$ cat src/sv/aip_pkg.sv
`default_nettype none
package aip_pkg;

    localparam int VALUE_BITS_DEF  = 32;
    localparam int OFFSET_BITS_DEF = 16;

    localparam int RADIX_W = 6;
    localparam int DIGIT_W = 6;
    localparam int APB_AW  = 3;
    localparam int APB_DW  = 32;

    localparam logic [APB_AW-3:0] REG_RADIX       = 1'b0;
    localparam logic [APB_AW-3:0] REG_SIGNED_MODE = 1'b1;

    localparam logic [RADIX_W-1:0] RADIX_RESET = 6'd10;
    localparam logic               SIGNED_RESET = 1'b1;

    localparam logic [RADIX_W-1:0] RADIX_AUTO = 6'd0;
    localparam logic [RADIX_W-1:0] RADIX_OCT  = 6'd8;
    localparam logic [RADIX_W-1:0] RADIX_DEC  = 6'd10;
    localparam logic [RADIX_W-1:0] RADIX_HEX  = 6'd16;

    localparam logic [DIGIT_W-1:0] NO_DIGIT = 6'd36;

    localparam logic [7:0] CH_SPACE = 8'h20;
    localparam logic [7:0] CH_TAB   = 8'h09;
    localparam logic [7:0] CH_LF    = 8'h0A;
    localparam logic [7:0] CH_PLUS  = 8'h2B;
    localparam logic [7:0] CH_MINUS = 8'h2D;
    localparam logic [7:0] CH_ZERO  = 8'h30;
    localparam logic [7:0] CH_NINE  = 8'h39;
    localparam logic [7:0] CH_LO_A  = 8'h61;
    localparam logic [7:0] CH_LO_Z  = 8'h7A;
    localparam logic [7:0] CH_UP_A  = 8'h41;
    localparam logic [7:0] CH_UP_Z  = 8'h5A;
    localparam logic [7:0] CH_LO_X  = 8'h78;
    localparam logic [7:0] CH_UP_X  = 8'h58;

    typedef struct packed {
        logic [RADIX_W-1:0] radix;
        logic               signed_mode;
    } t_cfg;

    function automatic logic [DIGIT_W-1:0] digit_of(input logic [7:0] c);
        logic [7:0] d;
        begin
            d = 8'd36;
            if (c >= CH_ZERO && c <= CH_NINE) begin
                d = c - CH_ZERO;
            end else if (c >= CH_LO_A && c <= CH_LO_Z) begin
                d = c - CH_LO_A + 8'd10;
            end else if (c >= CH_UP_A && c <= CH_UP_Z) begin
                d = c - CH_UP_A + 8'd10;
            end
            digit_of = d[DIGIT_W-1:0];
        end
    endfunction

endpackage
`default_nettype wire

$ cat src/sv/aip_cfg.sv
`default_nettype none
module aip_cfg
    import aip_pkg::*;
(
    input  wire logic              i_clk,
    input  wire logic              i_rst_n,
    input  wire logic              psel,
    input  wire logic              penable,
    input  wire logic              pwrite,
    input  wire logic [APB_AW-1:0] paddr,
    input  wire logic [APB_DW-1:0] pwdata,
    output logic      [APB_DW-1:0] prdata,
    output logic                   pready,
    output t_cfg                   o_cfg
);

    logic [RADIX_W-1:0] r_radix;
    logic               r_signed_mode;
    logic               wr_en;
    logic [APB_AW-3:0]  reg_idx;

    assign pready  = 1'b1;
    assign wr_en   = psel && penable && pwrite;
    assign reg_idx = paddr[APB_AW-1:2];

    always_ff @(posedge i_clk) begin
        if (!i_rst_n) begin
            r_radix       <= RADIX_RESET;
            r_signed_mode <= SIGNED_RESET;
        end else if (wr_en) begin
            case (reg_idx)
                REG_RADIX:       r_radix       <= pwdata[RADIX_W-1:0];
                REG_SIGNED_MODE: r_signed_mode <= pwdata[0];
                default: ;
            endcase
        end
    end

    always_comb begin
        case (reg_idx)
            REG_RADIX:       prdata = {{(APB_DW-RADIX_W){1'b0}}, r_radix};
            REG_SIGNED_MODE: prdata = {{(APB_DW-1){1'b0}}, r_signed_mode};
            default:         prdata = '0;
        endcase
    end

    assign o_cfg.radix       = r_radix;
    assign o_cfg.signed_mode = r_signed_mode;

endmodule
`default_nettype wire

$ cat src/sv/aip_parse.sv
`default_nettype none
module aip_parse
    import aip_pkg::*;
#(
    parameter int VALUE_BITS  = VALUE_BITS_DEF,
    parameter int OFFSET_BITS = OFFSET_BITS_DEF
) (
    input  wire logic                   i_clk,
    input  wire logic                   i_rst_n,
    input  wire t_cfg                   i_cfg,
    input  wire logic                   i_in_valid,
    input  wire logic [7:0]             i_ch,
    input  wire logic                   i_start_req,
    output logic                        o_in_stall,
    output logic                        o_out_valid,
    input  wire logic                   i_out_stall,
    output logic [VALUE_BITS-1:0]       o_value,
    output logic [OFFSET_BITS-1:0]      o_end_offset,
    output logic                        o_offset_saturated
);

    localparam logic [2:0] PH_IDLE   = 3'd0;
    localparam logic [2:0] PH_LEAD   = 3'd1;
    localparam logic [2:0] PH_FIRST  = 3'd2;
    localparam logic [2:0] PH_ZERO   = 3'd3;
    localparam logic [2:0] PH_DIGITS = 3'd4;

    logic                   r_in_vld;
    logic [7:0]             r_ch;
    logic                   r_start;

    logic [2:0]             r_phase,  n_phase;
    logic [RADIX_W-1:0]     r_radix,  n_radix;
    logic                   r_neg,    n_neg;
    logic [VALUE_BITS-1:0]  r_acc,    n_acc;
    logic [OFFSET_BITS-1:0] r_cnt,    n_cnt;
    logic                   r_over,   n_over;

    logic                   r_out_vld;
    logic [VALUE_BITS-1:0]  r_value;
    logic [OFFSET_BITS-1:0] r_offset;
    logic                   r_sat;

    logic                   emit;
    logic                   advance;
    logic                   in_take;
    logic [DIGIT_W-1:0]     dig;

    assign advance    = r_in_vld && (!r_out_vld || !i_out_stall);
    assign o_in_stall = r_in_vld && !advance;
    assign in_take    = i_in_valid && !o_in_stall;
    assign dig        = digit_of(r_ch);

    always_comb begin
        logic done;
        logic bump;
        done    = 1'b0;
        bump    = 1'b0;
        emit    = 1'b0;
        n_phase = r_phase;
        n_radix = r_radix;
        n_neg   = r_neg;
        n_acc   = r_acc;
        n_cnt   = r_cnt;
        n_over  = r_over;
        if (r_start) begin
            n_phase = PH_LEAD;
            n_radix = i_cfg.radix;
            n_neg   = 1'b0;
            n_acc   = '0;
            n_cnt   = '0;
            n_over  = 1'b0;
        end
        if (n_phase == PH_IDLE) begin
            done = 1'b1;
        end
        if (!done && n_phase == PH_LEAD) begin
            if (r_ch == CH_SPACE || r_ch == CH_TAB || r_ch == CH_LF) begin
                bump = 1'b1;
                done = 1'b1;
            end else if (r_ch == CH_PLUS) begin
                bump    = 1'b1;
                n_phase = PH_FIRST;
                done    = 1'b1;
            end else if (r_ch == CH_MINUS && i_cfg.signed_mode) begin
                n_neg   = 1'b1;
                bump    = 1'b1;
                n_phase = PH_FIRST;
                done    = 1'b1;
            end else begin
                n_phase = PH_FIRST;
            end
        end
        if (!done && n_phase == PH_FIRST) begin
            if (r_ch == CH_ZERO && (n_radix == RADIX_AUTO || n_radix == RADIX_HEX)) begin
                bump    = 1'b1;
                n_phase = PH_ZERO;
                done    = 1'b1;
            end else begin
                if (n_radix == RADIX_AUTO) begin
                    n_radix = RADIX_DEC;
                end
                n_phase = PH_DIGITS;
            end
        end
        if (!done && n_phase == PH_ZERO) begin
            if (r_ch == CH_LO_X || r_ch == CH_UP_X) begin
                n_radix = RADIX_HEX;
                bump    = 1'b1;
                n_phase = PH_DIGITS;
                done    = 1'b1;
            end else begin
                if (n_radix == RADIX_AUTO) begin
                    n_radix = RADIX_OCT;
                end
                n_phase = PH_DIGITS;
            end
        end
        if (!done) begin
            if (dig < n_radix) begin
                n_acc = n_acc * VALUE_BITS'(n_radix) + VALUE_BITS'(dig);
                bump  = 1'b1;
            end else begin
                emit    = 1'b1;
                n_phase = PH_IDLE;
            end
        end
        if (bump) begin
            if (&n_cnt) begin
                n_over = 1'b1;
            end else begin
                n_cnt = n_cnt + 1'b1;
            end
        end
    end

    always_ff @(posedge i_clk) begin
        if (!i_rst_n) begin
            r_in_vld  <= 1'b0;
            r_out_vld <= 1'b0;
            r_phase   <= PH_IDLE;
            r_radix   <= '0;
            r_neg     <= 1'b0;
            r_acc     <= '0;
            r_cnt     <= '0;
            r_over    <= 1'b0;
        end else begin
            if (in_take) begin
                r_in_vld <= 1'b1;
            end else if (advance) begin
                r_in_vld <= 1'b0;
            end
            if (advance) begin
                r_phase <= n_phase;
                r_radix <= n_radix;
                r_neg   <= n_neg;
                r_acc   <= n_acc;
                r_cnt   <= n_cnt;
                r_over  <= n_over;
            end
            if (advance && emit) begin
                r_out_vld <= 1'b1;
            end else if (!i_out_stall) begin
                r_out_vld <= 1'b0;
            end
        end
    end

    always_ff @(posedge i_clk) begin
        if (in_take) begin
            r_ch    <= i_ch;
            r_start <= i_start_req;
        end
        if (advance && emit) begin
            r_value  <= n_neg ? (~n_acc + 1'b1) : n_acc;
            r_offset <= n_cnt;
            r_sat    <= n_over;
        end
    end

    assign o_out_valid        = r_out_vld;
    assign o_value            = r_value;
    assign o_end_offset       = r_offset;
    assign o_offset_saturated = r_sat;

endmodule
`default_nettype wire

$ cat src/sv/ascii_integer_parser_unit.sv
// Channel   Direction  Handshake                  Payload
// in        input      i_in_valid / o_in_stall     i_ch, i_start_req
// out       output     o_out_valid / i_out_stall   o_value, o_end_offset, o_offset_saturated
// cfg       input      APB (psel, penable, pwrite) paddr, pwdata, prdata
//
// One word per cycle while the output does not stall: input register, one parse step
// with a single multiply-add, result register; a terminating word passes all three in turn.
// Reset is synchronous on i_rst_n and returns the parser to idle, radix 10, signed.
// A stall on the output holds the result; the input register then stalls only
// when a word waits that cannot advance.
`default_nettype none
module ascii_integer_parser_unit
    import aip_pkg::*;
#(
    parameter int VALUE_BITS  = VALUE_BITS_DEF,
    parameter int OFFSET_BITS = OFFSET_BITS_DEF
) (
    input  wire logic                   i_clk,
    input  wire logic                   i_rst_n,
    input  wire logic                   psel,
    input  wire logic                   penable,
    input  wire logic                   pwrite,
    input  wire logic [APB_AW-1:0]      paddr,
    input  wire logic [APB_DW-1:0]      pwdata,
    output logic      [APB_DW-1:0]      prdata,
    output logic                        pready,
    input  wire logic                   i_in_valid,
    output logic                        o_in_stall,
    input  wire logic [7:0]             i_ch,
    input  wire logic                   i_start_req,
    output logic                        o_out_valid,
    input  wire logic                   i_out_stall,
    output logic [VALUE_BITS-1:0]       o_value,
    output logic [OFFSET_BITS-1:0]      o_end_offset,
    output logic                        o_offset_saturated
);

    t_cfg cfg;

    aip_cfg u_cfg (
        .i_clk   (i_clk),
        .i_rst_n (i_rst_n),
        .psel    (psel),
        .penable (penable),
        .pwrite  (pwrite),
        .paddr   (paddr),
        .pwdata  (pwdata),
        .prdata  (prdata),
        .pready  (pready),
        .o_cfg   (cfg)
    );

    aip_parse #(
        .VALUE_BITS  (VALUE_BITS),
        .OFFSET_BITS (OFFSET_BITS)
    ) u_parse (
        .i_clk              (i_clk),
        .i_rst_n            (i_rst_n),
        .i_cfg              (cfg),
        .i_in_valid         (i_in_valid),
        .i_ch               (i_ch),
        .i_start_req        (i_start_req),
        .o_in_stall         (o_in_stall),
        .o_out_valid        (o_out_valid),
        .i_out_stall        (i_out_stall),
        .o_value            (o_value),
        .o_end_offset       (o_end_offset),
        .o_offset_saturated (o_offset_saturated)
    );

endmodule
`default_nettype wire
$ cat config.mk
export PLATFORM = sky130hd
export DESIGN_NAME = ascii_integer_parser_unit
export DESIGN_NICKNAME = d
export VERILOG_FILES = /design/src/sv/aip_pkg.sv /design/src/sv/aip_cfg.sv /design/src/sv/aip_parse.sv /design/src/sv/ascii_integer_parser_unit.sv
export SDC_FILE = /design/constraint.sdc
export NUM_CORES = 1
export LEC_CHECK = 0
export BUFFER_PORTS_ARGS = -buffer_cell sky130_fd_sc_hd__buf_4
export CORE_MARGIN = 1
export CORE_UTILIZATION = 61
export CTS_CLUSTER_SIZE = 28
export DETAILED_ROUTE_END_ITERATION = 8
export PLACE_DENSITY = 0.82
export SYNTH_ARGS = -nofsm -noshare
export SYNTH_HDL_FRONTEND = slang
export SYNTH_HIERARCHICAL = 1
export SYNTH_SLANG_ARGS = --single-unit
export TNS_END_PERCENT = 5
$ cat constraint.sdc
create_clock -name i_clk -period 9.2 [get_ports i_clk]
set_input_delay 0.46 -clock i_clk [delete_from_list [all_inputs] [get_ports i_clk]]
set_output_delay 0.46 -clock i_clk [all_outputs]
set_load 0.03 [all_outputs]
==> reports/metrics.yaml <==
status: "finished clean"
gr-usage-all-layers: 0.310
drive_gt1_frac: 0.125
holdPathStages: 1
h-tree-depth: 4
setup_viol: 0
die_y_um: 149
yosys_register_bits: 126
critPathCaptureType: "register"
crit_path_start_kind: "register"
tritoncts: "yes"
fmax_mhz: 120
timing.reg2reg.setup_slack_ns: 0.84
design_area_um2: 14300
fin_tns_setup_ns: 0
cp_slowest_cell: "edfxtp_1"
netlist_instances: 1484
finalCritPeriodShare: 0.909
ios: 135
hold_buffers: 0
clock_path_buffers: 2
total_leakage_power_nw: 6.50
layout_commonest_cell: "nor2_1"
fin_crit_ns: 8.36
cts_buffers: 17
crit_path_start: "u_parse/r_start"
drt-total-wl_um: 33400
grt-ovfl-total: 0
endpoint: "u_parse/o_value[31]"
drc: 0
core_area_um2: 21000
portBuffers: 79
hold_class: "in2reg"
cpMostUsedCell: "fa_1"
arrival_ns: 8.52
p_per_area_nw_per_um2: 118
dp_cells: 1782
clk_pin_slew_ns: 0.07
place_worst_setup_slack_ns: 1.01
synth_largest_area_cell: "fa_1"
seq_area_frac_synth: 0.237
cap_violations: 0
antenna_found_initial: 0
clock_skew_ns: 0.0125
antenna_left: 0
diodes: 0
clk_latency_ns: 0.43
ir_worst_vdd_uv: 117
post_cts_resized: 0
reg2reg_from: "u_parse/r_start"
synth.top_cell.area_share: 0.171
synth_area_um2: 13100
die-area_um2: 22100
synth_ff_type: "dfxtp_1"
slew_violations: 0
rows: 53
async_flop_share: 0
dp.final_hpwl_um: 24300
start_util: 0.623
place_area_um2: 13700
synth_cell_type_count: 99
post_cts_buffers: 0
rsz0062_at_grt: "false"
r2r_end: "u_parse/o_value[31]"
worstSetupPathType: "reg2reg"
syn_area_per_cell_um2: 8.83
grt_max_degree: 76
die-width_um: 149
synth_warnings: 6
grt_pass1_vias: 10700
routabilityCongestion: 0.923
worst_pin_slew_ns: 1.16
timing.final.ws_setup_ns: 0.840
cts.sinks: 126
synth_area_leaders: "fa_1 (17%), edfxtp_1 (13%), dfxtp_1 (10%), ha_1 (7.7%), nor2_1 (7.3%)"
slew_headroom: 0.220
worst-path-max-fanout: 16
rr_worst_depth: 26
syn_to_final_growth_pct: 9.45
vias: 11100
synth_edf_count: 58
hold_viol_final: 0
max_stage_delay_ns: 0.65
required_ns: 9.36
avgViaCountPerCell: 6.14
grt_first_pass_wirelength_um: 53700
wl_per_cell_um: 18.4
drt-initial-drc-count: 1045
drt-pass1-iter-count: 6
power_mw: 1.69
layout.nets: 1770
fin_cells: 1814
layout_common_cells: "nor2_1 (256), nand2_1 (143), fa_1 (112)"
cts_root_buf: "clkbuf_16"
==> cell families (layout without fill, tap and decap cells) <==
family                     after synthesis  after routing  share of synthesized area
DFF                                    126            126                      0.237
muxes                                   20             20                     0.0158
xor gates and xnor gates                77             77                     0.0515
other                                    2             27                   0.000573
buffers and inverters                  161            191                     0.0578
and+or+nand+nor                        612            612                      0.223
AOI/OAI and AO/OA                      293            293                      0.166
adders and majority gates              193            193                      0.249
==> metal layers <==
layer  global-route usage  share of wire
met1                0.398           0.41
met2                0.515           0.47
met5                    0              0
met4               0.0907          0.022
met3               0.0776          0.093
==> worst min-delay path by stage <==
| stage | startpoint | endpoint |
|---|---|---|
| finish | i_ch[1] | u_parse/r_ch[1] |
| detailed placement | u_parse/r_cnt[12] | u_parse/r_cnt[12] |
| global route | i_ch[5] | u_parse/r_ch[5] |
| floorplan | u_parse/r_acc[8] | u_parse/r_acc[8] |
| CTS | i_start_req | u_parse/r_start |
| global placement | u_parse/r_cnt[12] | u_parse/r_cnt[12] |
==> synthesized netlist by cell type, types with 5 or more instances <==
cell type,n
a211oi_1,9
mux2_2,5
nor2_1,256
xor2_1,24
o21bai_1,5
o21a_1,13
clkbuf_1,45
inv_1,66
o211ai_1,10
nand3_1,22
and2b_2,5
nor3_1,21
a22oi_1,15
a21boi_0,9
o31ai_1,9
o21ai_0,45
dfxtp_1,68
and3_1,21
nand2b_1,21
edfxtp_1,58
buf_2,11
o211a_1,20
nor2b_1,39
buf_1,5
fa_1,112
or2_2,14
xnor2_1,53
a21oi_1,64
mux2i_1,15
o21ai_1,6
nand4_1,8
buf_4,31
nand2_1,143
nor3b_1,9
or3_1,11
a31oi_1,16
ha_1,81
and2_1,10
a21o_1,15
==> worst max-delay path, delay by kind of cell, from the launching register on <==
family / cells / cell delay [ns]
xor gates and xnor gates: 2 / 0.36
AOI/OAI and AO/OA: 10 / 2.88
DFF: 1 / 0.65
buffers and inverters: 3 / 0.56
adders and majority gates: 5 / 2.36
and+or+nand+nor: 6 / 1.25
==> cell type report <==
type | instances | area, um^2
repair buffers | 93 | 698
inverters | 66 | 248
multi-input cells | 1222 | 9350
well taps | 275 | 344
fillers | 1619 | 6690
clock buffers | 17 | 425
clock inverters | 15 | 171
flip-flops and latches | 126 | 3100
==> registers in the layout (all words and copies together) (netlist names), 3 cells and up <==
register,count
u_parse/r_ch,8
u_parse/o_end_offset,16
u_parse/r_cnt,16
u_parse/o_value,32
u_parse/r_acc,32
u_cfg/r_radix,6
u_parse/r_radix,6
u_parse/r_phase,3
==> power breakdown <==
part,total [mW],switching [mW],internal [mW]
combinational,0.371,0.245,0.126
sequential,0.632,0.0182,0.614
clock,0.685,0.297,0.388
==> stage by stage <==
step,utilization,hold slack (ns)
after floorplan,-,0.441
after global placement,0.654,0.452
after detailed placement,0.654,0.466
after CTS,0.682,0.189
after global routing,0.682,0.187
final,0.682,0.207
(Power assumes the default switching activity.)
